===== src/hw/rtl/r2fft_pkg.sv =====
// Shared types, codes and the twiddle table generator for the radix-2 FFT core.
// No dependencies; imported by the controller, the datapath and the top level.

package r2fft_pkg;

   localparam int LOG2_W  = 4;    // width of the log2_points register
   localparam int CSR_W   = 4;    // widest configuration register
   localparam int CSR_AW  = 2;    // configuration index width
   localparam int ACT_W   = 2;
   localparam int TW_W    = 16;   // Q1.15 twiddle part
   localparam int TW_FRAC = 15;

   localparam logic [LOG2_W-1:0] LOG2_RESET = 4'd10;

   localparam logic [CSR_AW-1:0] CSR_LOG2_POINTS       = 2'd0;
   localparam logic [CSR_AW-1:0] CSR_TRANSFORM_FORWARD = 2'd1;

   localparam logic [ACT_W-1:0] ACT_LOAD      = 2'd0;
   localparam logic [ACT_W-1:0] ACT_TRANSFORM = 2'd1;
   localparam logic [ACT_W-1:0] ACT_READ      = 2'd2;

   typedef enum logic [4:0] {
      ST_IDLE,
      ST_READ,
      ST_PERM_RD_I,
      ST_PERM_RD_R,
      ST_PERM_WR_I,
      ST_PERM_WR_R,
      ST_BF_RD_A,
      ST_BF_RD_B,
      ST_BF_LB,
      ST_BF_M0,
      ST_BF_M1,
      ST_BF_M2,
      ST_BF_M3,
      ST_BF_M4,
      ST_BF_WR_A,
      ST_BF_WR_B,
      ST_FIN_RD,
      ST_FIN_WR,
      ST_DONE
   } state_type;

   typedef enum logic [3:0] {
      DP_NOP,
      DP_LOAD,
      DP_LATCH_A,
      DP_LATCH_B,
      DP_MUL0,
      DP_MUL1,
      DP_MUL2,
      DP_MUL3,
      DP_MUL4,
      DP_WR_RDATA,
      DP_WR_A,
      DP_WR_SUM,
      DP_WR_DIFF,
      DP_WR_SCALED
   } dp_op_type;

   typedef struct packed {
      dp_op_type op;
      logic      fwd;
      logic      accept;
      logic      clear_clip;
      logic      rsp_load;
      logic      rsp_read;
   } dp_cmd_type;

   localparam logic [63:0] PI_Q32  = 64'd13493037705;
   localparam logic [63:0] Q30_ONE = 64'd1 << 30;

   // Q30 Taylor series, argument in 0..pi/4
   function automatic logic [63:0] q30_sin(input logic [63:0] x);
      logic [63:0] x2;
      logic [63:0] t;
      logic [63:0] s;
      x2 = (x * x) >> 30;
      t  = x;
      s  = x;
      t = ((t * x2) >> 30) / 64'd6;   s = s - t;
      t = ((t * x2) >> 30) / 64'd20;  s = s + t;
      t = ((t * x2) >> 30) / 64'd42;  s = s - t;
      t = ((t * x2) >> 30) / 64'd72;  s = s + t;
      t = ((t * x2) >> 30) / 64'd110; s = s - t;
      t = ((t * x2) >> 30) / 64'd156; s = s + t;
      t = ((t * x2) >> 30) / 64'd210; s = s - t;
      return s;
   endfunction

   function automatic logic [63:0] q30_cos(input logic [63:0] x);
      logic [63:0] x2;
      logic [63:0] t;
      logic [63:0] s;
      x2 = (x * x) >> 30;
      t  = Q30_ONE;
      s  = Q30_ONE;
      t = ((t * x2) >> 30) / 64'd2;   s = s - t;
      t = ((t * x2) >> 30) / 64'd12;  s = s + t;
      t = ((t * x2) >> 30) / 64'd30;  s = s - t;
      t = ((t * x2) >> 30) / 64'd56;  s = s + t;
      t = ((t * x2) >> 30) / 64'd90;  s = s - t;
      t = ((t * x2) >> 30) / 64'd132; s = s + t;
      t = ((t * x2) >> 30) / 64'd182; s = s - t;
      return s;
   endfunction

   function automatic logic [63:0] angle_q30(input logic [63:0] k, input int unsigned maxlog);
      return (((k * PI_Q32 * 64'd2) >> maxlog) + 64'd2) >> 2;
   endfunction

   // {cos, sin} magnitudes for k in the first quadrant
   function automatic logic [127:0] quarter(input logic [63:0] k, input int unsigned maxlog);
      logic [63:0] m;
      logic [63:0] a;
      m = 64'd1 << maxlog;
      if ((k << 3) <= m) begin
         a = angle_q30(k, maxlog);
         return {q30_cos(a), q30_sin(a)};
      end else begin
         a = angle_q30((m >> 2) - k, maxlog);
         return {q30_sin(a), q30_cos(a)};
      end
   endfunction

   function automatic logic [TW_W-1:0] quantize(input logic [63:0] v);
      logic [63:0] q;
      q = (v + (64'd1 << 14)) >> 15;
      return (q > 64'd32767) ? 16'd32767 : q[TW_W-1:0];
   endfunction

   // Twiddle table entry k: {cos, sin}, Q1.15
   function automatic logic [2*TW_W-1:0] tw_entry(input int unsigned k,
                                                 input int unsigned maxlog);
      logic [63:0]     m;
      logic [63:0]     kk;
      logic [127:0]    cs;
      logic [TW_W-1:0] c;
      m  = 64'd1 << maxlog;
      kk = 64'(k);
      if ((kk << 2) <= m) begin
         cs = quarter(kk, maxlog);
         c  = quantize(cs[127:64]);
      end else begin
         cs = quarter((m >> 1) - kk, maxlog);
         c  = -quantize(cs[127:64]);
      end
      return {c, quantize(cs[63:0])};
   endfunction

endpackage


===== src/hw/rtl/r2fft_ctrl.sv =====
// Sequencer for the radix-2 FFT core: handshakes, configuration registers,
// and the permute / butterfly / scale passes. Uses r2fft_pkg.

module r2fft_ctrl
   import r2fft_pkg::*;
#(
   parameter int MAX_LOG2_POINTS = 10
) (
   input  logic                       clock,
   input  logic                       reset,
   input  logic                       req_valid,
   output logic                       req_ready,
   input  logic [ACT_W-1:0]           req_action,
   input  logic [MAX_LOG2_POINTS-1:0] req_point_index,
   output logic                       rsp_valid,
   input  logic                       rsp_ready,
   input  logic                       csr_write_en,
   input  logic [CSR_AW-1:0]          csr_index,
   input  logic [CSR_W-1:0]           csr_wdata,
   output dp_cmd_type                 cmd,
   output logic [MAX_LOG2_POINTS-1:0] rd_addr,
   output logic [MAX_LOG2_POINTS-1:0] wr_addr,
   output logic [((MAX_LOG2_POINTS > 1) ? MAX_LOG2_POINTS-1 : 1)-1:0] tw_addr
);

   localparam int AW   = MAX_LOG2_POINTS;
   localparam int TWAW = (AW > 1) ? AW - 1 : 1;
   localparam logic [LOG2_W-1:0] MAXL = LOG2_W'(MAX_LOG2_POINTS);

   state_type         state_ff, state_in;
   logic [LOG2_W-1:0] log2_ff;
   logic              fwd_ff;
   logic [LOG2_W-1:0] lsel_ff, lsel_in;
   logic [AW-1:0]     mask_ff, mask_in;
   logic [AW-1:0]     cnt_ff, cnt_in;
   logic [LOG2_W-1:0] stage_ff, stage_in;
   logic              rsp_valid_ff, rsp_valid_in;

   logic [LOG2_W-1:0] l_eff;
   logic [AW-1:0]     rev_full, perm_r;
   logic [AW-1:0]     hmask, hbit, jv, bf_a, bf_b, twx;
   logic              accept, last_cnt, last_bf, last_stage;

   always_ff @(posedge clock) begin
      if (reset) begin
         state_ff     <= ST_IDLE;
         log2_ff      <= LOG2_RESET;
         fwd_ff       <= 1'b1;
         rsp_valid_ff <= 1'b0;
      end else begin
         state_ff     <= state_in;
         rsp_valid_ff <= rsp_valid_in;
         if (csr_write_en) begin
            case (csr_index)
               CSR_LOG2_POINTS:       log2_ff <= csr_wdata;
               CSR_TRANSFORM_FORWARD: fwd_ff  <= csr_wdata[0];
               default: ;
            endcase
         end
      end
      lsel_ff  <= lsel_in;
      mask_ff  <= mask_in;
      cnt_ff   <= cnt_in;
      stage_ff <= stage_in;
   end

   always_comb begin
      l_eff = (log2_ff == '0) ? LOG2_W'(1) : ((log2_ff > MAXL) ? MAXL : log2_ff);
      for (int b = 0; b < AW; b++) begin
         rev_full[b] = cnt_ff[AW-1-b];
      end
      perm_r     = rev_full >> (MAXL - lsel_ff);
      hmask      = ~({AW{1'b1}} << stage_ff);
      hbit       = AW'(1) << stage_ff;
      jv         = cnt_ff & hmask;
      bf_a       = ((cnt_ff & ~hmask) << 1) | jv;
      bf_b       = bf_a | hbit;
      twx        = jv << (MAXL - LOG2_W'(1) - stage_ff);
      last_cnt   = (cnt_ff == mask_ff);
      last_bf    = (cnt_ff == (mask_ff >> 1));
      last_stage = (stage_ff == (lsel_ff - LOG2_W'(1)));
   end

   always_comb begin
      state_in     = state_ff;
      lsel_in      = lsel_ff;
      mask_in      = mask_ff;
      cnt_in       = cnt_ff;
      stage_in     = stage_ff;
      cmd          = '{op: DP_NOP, fwd: fwd_ff, accept: 1'b0, clear_clip: 1'b0,
                       rsp_load: 1'b0, rsp_read: 1'b0};
      rd_addr      = cnt_ff;
      wr_addr      = cnt_ff;
      tw_addr      = twx[TWAW-1:0];
      req_ready    = 1'b0;
      accept       = 1'b0;

      case (state_ff)
         ST_IDLE: begin
            req_ready  = !rsp_valid_ff || rsp_ready;
            accept     = req_ready && req_valid;
            rd_addr    = req_point_index;
            wr_addr    = req_point_index;
            cmd.accept = accept;
            if (accept) begin
               case (req_action)
                  ACT_LOAD: begin
                     cmd.op       = DP_LOAD;
                     cmd.rsp_load = 1'b1;
                  end
                  ACT_TRANSFORM: begin
                     cmd.clear_clip = 1'b1;
                     lsel_in        = l_eff;
                     mask_in        = ~({AW{1'b1}} << l_eff);
                     cnt_in         = '0;
                     stage_in       = '0;
                     state_in       = ST_PERM_RD_I;
                  end
                  ACT_READ: state_in = ST_READ;
                  default:  cmd.rsp_load = 1'b1;
               endcase
            end
         end
         ST_READ: begin
            cmd.rsp_load = 1'b1;
            cmd.rsp_read = 1'b1;
            state_in     = ST_IDLE;
         end
         // swap each pair once, from the lower index
         ST_PERM_RD_I: begin
            if (cnt_ff < perm_r) begin
               state_in = ST_PERM_RD_R;
            end else if (last_cnt) begin
               cnt_in   = '0;
               state_in = ST_BF_RD_A;
            end else begin
               cnt_in = cnt_ff + AW'(1);
            end
         end
         ST_PERM_RD_R: begin
            rd_addr  = perm_r;
            cmd.op   = DP_LATCH_A;
            state_in = ST_PERM_WR_I;
         end
         ST_PERM_WR_I: begin
            cmd.op   = DP_WR_RDATA;
            state_in = ST_PERM_WR_R;
         end
         ST_PERM_WR_R: begin
            cmd.op  = DP_WR_A;
            wr_addr = perm_r;
            if (last_cnt) begin
               cnt_in   = '0;
               state_in = ST_BF_RD_A;
            end else begin
               cnt_in   = cnt_ff + AW'(1);
               state_in = ST_PERM_RD_I;
            end
         end
         ST_BF_RD_A: begin
            rd_addr  = bf_a;
            state_in = ST_BF_RD_B;
         end
         ST_BF_RD_B: begin
            rd_addr  = bf_b;
            cmd.op   = DP_LATCH_A;
            state_in = ST_BF_LB;
         end
         ST_BF_LB: begin
            cmd.op   = DP_LATCH_B;
            state_in = ST_BF_M0;
         end
         ST_BF_M0: begin
            cmd.op   = DP_MUL0;
            state_in = ST_BF_M1;
         end
         ST_BF_M1: begin
            cmd.op   = DP_MUL1;
            state_in = ST_BF_M2;
         end
         ST_BF_M2: begin
            cmd.op   = DP_MUL2;
            state_in = ST_BF_M3;
         end
         ST_BF_M3: begin
            cmd.op   = DP_MUL3;
            state_in = ST_BF_M4;
         end
         ST_BF_M4: begin
            cmd.op   = DP_MUL4;
            state_in = ST_BF_WR_A;
         end
         ST_BF_WR_A: begin
            cmd.op   = DP_WR_SUM;
            wr_addr  = bf_a;
            state_in = ST_BF_WR_B;
         end
         ST_BF_WR_B: begin
            cmd.op  = DP_WR_DIFF;
            wr_addr = bf_b;
            if (!last_bf) begin
               cnt_in   = cnt_ff + AW'(1);
               state_in = ST_BF_RD_A;
            end else if (!last_stage) begin
               cnt_in   = '0;
               stage_in = stage_ff + LOG2_W'(1);
               state_in = ST_BF_RD_A;
            end else begin
               cnt_in   = '0;
               state_in = ST_FIN_RD;
            end
         end
         ST_FIN_RD: state_in = ST_FIN_WR;
         ST_FIN_WR: begin
            cmd.op = DP_WR_SCALED;
            if (last_cnt) begin
               state_in = ST_DONE;
            end else begin
               cnt_in   = cnt_ff + AW'(1);
               state_in = ST_FIN_RD;
            end
         end
         ST_DONE: begin
            cmd.rsp_load = 1'b1;
            state_in     = ST_IDLE;
         end
         default: state_in = ST_IDLE;
      endcase

      rsp_valid_in = cmd.rsp_load ? 1'b1 : (rsp_ready ? 1'b0 : rsp_valid_ff);
   end

   assign rsp_valid = rsp_valid_ff;

endmodule


===== config.mk =====
export PLATFORM = sky130hd
export DESIGN_NAME = r2fft_ctrl
export DESIGN_NICKNAME = d
export VERILOG_FILES = /design/src/hw/rtl/r2fft_pkg.sv /design/src/hw/rtl/r2fft_ctrl.sv
export SDC_FILE = /design/constraint.sdc
export NUM_CORES = 1
export LEC_CHECK = 0
export CORE_MARGIN = 4
export CORE_UTILIZATION = 55
export DETAILED_ROUTE_END_ITERATION = 10
export DONT_BUFFER_PORTS = 1
export PLACE_DENSITY = 0.8
export SETUP_SLACK_MARGIN = 0.1
export SLEW_MARGIN = 20
export SYNTH_ARGS = -nofsm -noshare
export SYNTH_HDL_FRONTEND = slang
export SYNTH_SLANG_ARGS = --single-unit

===== constraint.sdc =====
create_clock -name clock -period 5.09 [get_ports clock]
set_input_delay 1.2725 -clock clock [delete_from_list [all_inputs] [get_ports clock]]
set_output_delay 1.2725 -clock clock [all_outputs]
set_load 0.05 [all_outputs]

## Yosys cells after proc, flatten, opt, wreduce, memory -nomap -nowiden

Cells that the tools add are included.

| cells by class | value |
|---|---|
| order comparisons | 2 |
| bitwise gates (word level) | 7 |
| muxes and demuxes | 37 |
| shifts and indexed selects | 5 |
| equality and inequality tests | 32 |
| reductions and logical operators | 19 |
| add/subtract/negate cells | 5 |

Operator list:

| operator | count |
|---|---|
| 5-bit one-hot mux with 17 select lines | 1 |
| 10-bit one-hot mux with 4 select lines | 2 |
| 10-bit 2-to-1 mux | 6 |
| 4-bit one-hot mux with 13 select lines | 1 |
| 10-bit one-hot mux with 5 select lines | 1 |
| 5-bit by 4-bit == test with 1-bit output, second input constant | 8 |
| 5-bit 2-to-1 mux | 5 |
| 4-bit 2-to-1 mux | 6 |
| 5-bit by 3-bit == test with 1-bit output, second input constant | 4 |
| 10-bit inverter | 2 |
| 10-bit OR | 2 |
| 10-bit by 4-bit left shift with 10-bit output, first input constant | 2 |
| 5-bit == test, second input constant | 3 |
| 10-bit by 1-bit adder with 10-bit output, second input constant | 1 |
| 10-bit AND | 1 |
| 10-bit == test | 1 |
| 10-bit by 9-bit == test with 1-bit output | 1 |
| 5-bit by 2-bit == test with 1-bit output, second input constant | 2 |
| 10-bit less-than comparator | 1 |
| 2-bit inequality test, second input constant | 5 |
| 5-bit one-hot mux with 2 select lines | 1 |
| 5-bit AND reduction | 2 |
| 1-bit by 4-bit left shift with 10-bit output, first input constant | 1 |
| 10-bit by 4-bit left shift with 9-bit output | 1 |
| other kinds (30) | 47 |

| word-level totals | value |
|---|---|
| word-level logic and storage cells | 115 |
| bits of input ports | 23 |
| flip-flop bits (word level) | 39 |

## Longest topological paths before layout

| depth | value |
|---|---|
| depth in word-level cells | 7 |
| gate-level depth with buffers | 17 |
| gate-level depth less buffers | 14 |

## Least setup slack after synthesis

Ideal clock, no wire load.

| path | value |
|---|---|
| path type | reg2out |
| from | register lsel_ff[0] |
| to | output port rd_addr[2] |
| path slack | 0.928 ns |
| buffers on the path | 3 |
| stages on the path, launching flop included | 11 |
| arrival | 2.889 ns |
| data required time | 3.818 ns |
| cells stage by stage | edfxtp_1 -> buf_6 -> buf_4 -> inv_1 -> ha_1 -> buf_4 -> mux2i_1 -> a21oi_1 -> nand2b_1 -> a21o_1 -> o21ai_0 |

| on the way | value |
|---|---|
| longest elaborated chain between the ends | 3 |

RTL lines:

| what | RTL line | text |
|---|---|---|
| start, declared | r2fft_ctrl.sv:33 | `logic [LOG2_W-1:0] lsel_ff, lsel_in;` |
| start signal, assigned | r2fft_ctrl.sv:61 | `lsel_ff <= lsel_in;` |
| 4-bit subtractor | r2fft_ctrl.sv:72 | `perm_r = rev_full >> (MAXL - lsel_ff);` |
| 10-bit by 4-bit right shift with 10-bit output | r2fft_ctrl.sv:72 |  |
| 10-bit one-hot mux with 4 select lines | r2fft_ctrl.sv:98 | `case (state_ff)` |
| end, declared | r2fft_ctrl.sv:21 | `output logic [MAX_LOG2_POINTS-1:0] rd_addr,` |

Every way passes these cells.

## Worst setup path after layout

| path | value |
|---|---|
| from | register stage_ff[1] |
| to | output port tw_addr[3] (netlist name) |

| on the way | value |
|---|---|
| longest elaborated chain between the ends | 4 |
| elaborated cells on any way between the ends | 5 |
| those cells by class | add/sub (1); shift (2); bitwise (2) |

RTL lines:

| what | RTL line | text |
|---|---|---|
| start, declared | r2fft_ctrl.sv:36 | `logic [LOG2_W-1:0] stage_ff, stage_in;` |
| start signal, assigned | r2fft_ctrl.sv:64 | `stage_ff <= stage_in;` |
| 10-bit by 4-bit left shift with 10-bit output | r2fft_ctrl.sv:73 | `hmask = ~({AW{1'b1}} << stage_ff);` |
| 10-bit inverter | r2fft_ctrl.sv:73 |  |
| 10-bit AND | r2fft_ctrl.sv:75 | `jv = cnt_ff & hmask;` |
| 10-bit by 4-bit left shift with 9-bit output (*) | r2fft_ctrl.sv:78 | `twx = jv << (MAXL - LOG2_W'(1) - stage_ff);` |
| end, declared | r2fft_ctrl.sv:23 | `output logic [((MAX_LOG2_POINTS > 1) ? MAX_LOG2_POINTS-1 : 1)-1:0] tw_addr` |

Every way passes the cells marked *; elsewhere a longest branch is shown, timed or not.

==> flow_summary.yaml <==
die:
  fp.dieW_um: 96.6
  io_pins: 63
  die_y_um: 96.6
  start_util: 0.561
  coreArea_um2: 7690
  die-area_um2: 9320
  rows: 32
grt:
  grt_pass1_vias: 3829
  grt_max_degree: 26
  overflow: 0
  grt_pass1_wl_um: 18700
  antenna_found_initial: 0
  grt_usage: 0.255
drt:
  drt_first_pass_iters: 9
  drtIter0Drc: 521
  wl_per_cell_um: 18.7
  via_per_inst: 6.61
  finalWirelength_um: 11900
  drc: 0
  postRouteAntennaNets: 0
  dr_total_vias: 4219
flow_run:
  max-cap-violations: 0
clock_tree:
  cts_resized: 0
  clk_pin_slew_worst_paths_ns: 0.08
  post_cts_buffers: 0
  clock-sinks: 38
  postCtsHoldBufs: 0
  cts_buffers: 5
  cts_root_buf: "clkbuf_8"
  clk_latency_ns: 0.29
  clock_path_buffers: 2
  cts_tree: "done"
  htreeDepth: 2
placement:
  placedCellCount: 630
  gp_congestion: 0.935
  pre_cts_slack_ns: 0.811
  io_buffers: 0
  place_hpwl_um: 8880
  place_area_um2: 4460
synthesis:
  synth_seq_area_share: 0.239
  yosys.area.top_type_share: 0.188
  synth.avg_cell_area_um2: 7.96
  ys_types: 63
  syn_nets: 593
  synth-simple-area-share: 0.223
  synthTopCellsByCount: "nand2_1, nor2_1, o21ai_0"
  synth.most_common_cell: "nand2_1"
  synth_area_um2: 4310
  synthAdderAreaFrac: 0.0812
  synth_cells: 542
  synth_xor_area_frac: 0.0882
  synth_compound_area_frac: 0.224
  synthTopCellsByArea: "edfxtp_1, ha_1, xnor2_1"
  synth_top_cell_by_area: "edfxtp_1"
  yosysWarnings: 0
  synthArstFlopShare: 0
  ys_ff_latch: 38
  synth-edff-count: 27
  synth_top_flop_cell: "edfxtp_1"
  synth.area.mux_share: 0.0690
  synth_top_family_by_area: "compound AO/OA/AOI/OAI gates"
critical_path:
  cp_max_fo: 17
  worstPathRequired_ns: 3.82
  worstPathArrival_ns: 3.14
  crit_type: "reg -> out"
  reg2reg_depth: 12
  startpoint_type: "register"
  end_kind: "output pin"
power:
  power_frac_comb: 0.350
  seqPwrFrac: 0.363
  power.density_nw_per_um2: 239
  ir_worst_vdd_v: 0.000216
  p_int_w: 0.000690
  leakage_nw: 1.70
  p_clk_frac: 0.287
  switching_share: 0.373
  power.switching_w: 0.000411
cells_and_area:
  num_antenna_cells: 0
  area_growth_pct: 6.70
  finish.instance_area_um2: 4600
  drive_above_1_share: 0.121
  layout.cells.non_filler: 638
  nets: 586
timing:
  period_share: 0.866
  rsz0062_at_grt: "false"
  hold_slack_ns: 0.587
  maxSlewHeadroom: 0.323
  final-setup-viol-count: 0
  fin_ws_ns: 0.681
  layout_min_cycle_time_ns: 4.41
  final.setup.tns_ns: 0
  report.final.slew_viol_count: 0
  hold_violations: 0
  worst_slew_pin_slew_ns: 1.02
  clock_skew_ns: 0.00664
  fmax_ghz: 0.227
outcome:
  status: "finished, final reports clean"
min_path:
  hold_depth: 2
  min_path_type: "reg -> reg"
## sequential cells by signal, indices dropped and copies added, names as in the netlist
| name | flops |
|---|---|
| cnt_ff | 10 |
| mask_ff | 10 |
| stage_ff | 4 |
| fwd_ff | 1 |
| state_ff | 5 |
| rsp_valid | 1 |
| lsel_ff | 3 |
| log2_ff | 4 |
## worst max-delay path, stage by stage (launching register included)
cell and delay, ns:
edfxtp_1 0.76, inv_1 0.30, ha_1 0.31, ha_1 0.22
nor2b_1 0.17, nand2_1 0.09, o21ai_0 0.20, nor2_1 0.09
a211oi_2 0.71
## final timing paths
| check | startpoint | slack, ns | end |
|---|---|---|---|
| worst min register to register | log2_ff[0] | 0.59 | log2_ff[0] |
| worst max-delay path | stage_ff[1] | 0.68 | tw_addr[3] |
| worst max register to register | lsel_ff[0] | 0.78 | cnt_ff[1] |
| worst min-delay path | log2_ff[0] | 0.59 | log2_ff[0] |
## cell type report
cell class / instances / area, µm²
Timing Repair Buffer: 32 / 240
Clock inverter: 2 / 60.1
Clock buffer: 6 / 82.6
Fill cell: 683 / 3080
Tap cell: 102 / 128
Sequential cell: 38 / 1030
Inverter: 21 / 78.8
Multi-Input combinational cell: 437 / 2980
## power by group through the flow
stage	Combinational, W	Clock, W	Sequential, W
final	0.000386	0.000316	0.000399
after CTS	0.000380	0.000322	0.000397
after global routing	0.000412	0.000335	0.000402
after global placement	0.000370	0	0.000403
after floorplan	0.000324	0	0.000368
after detailed placement	0.000379	0	0.000404
## logic make-up (layout without fill, tap and decap cells)
kind of cell | Yosys count | after routing
buffers and inverters | 67 | 61
DFF | 38 | 38
AOI/OAI and AO/OA | 146 | 146
muxes | 24 | 24
adders and majority gates | 28 | 28
other | 1 | 1
xor gates and xnor gates | 41 | 41
and+or+nand+nor | 197 | 197
## per-stage QoR
step	util	power [W]
floorplan	-	0.000692
CTS	0.599	0.00110
global route	0.599	0.00115
finish	0.599	0.00110
global placement	0.580	0.000774
detailed placement	0.580	0.000783
## per-layer routing
layer / vias up / routed length [µm] / GRT usage
met3: 46 / 1300 / 0.0596
met1: 1936 / 4850 / 0.334
met2: 286 / 5350 / 0.410
li1: 1951 / - / -
met5: - / 0 / 0
met4: 0 / 405 / 0.0923
## placed cells by master, fill, tap and decap left out, drive strengths merged, types with 14 or more instances in the layout
cell,n
o21ai,48
inv,20
edfxtp,27
xnor2,29
mux2i,14
ha,28
nand3,23
buf,32
a21oi,24
nor3,14
nand2,53
nor2,45
Note: power is estimated with default switching activity, not from simulation.
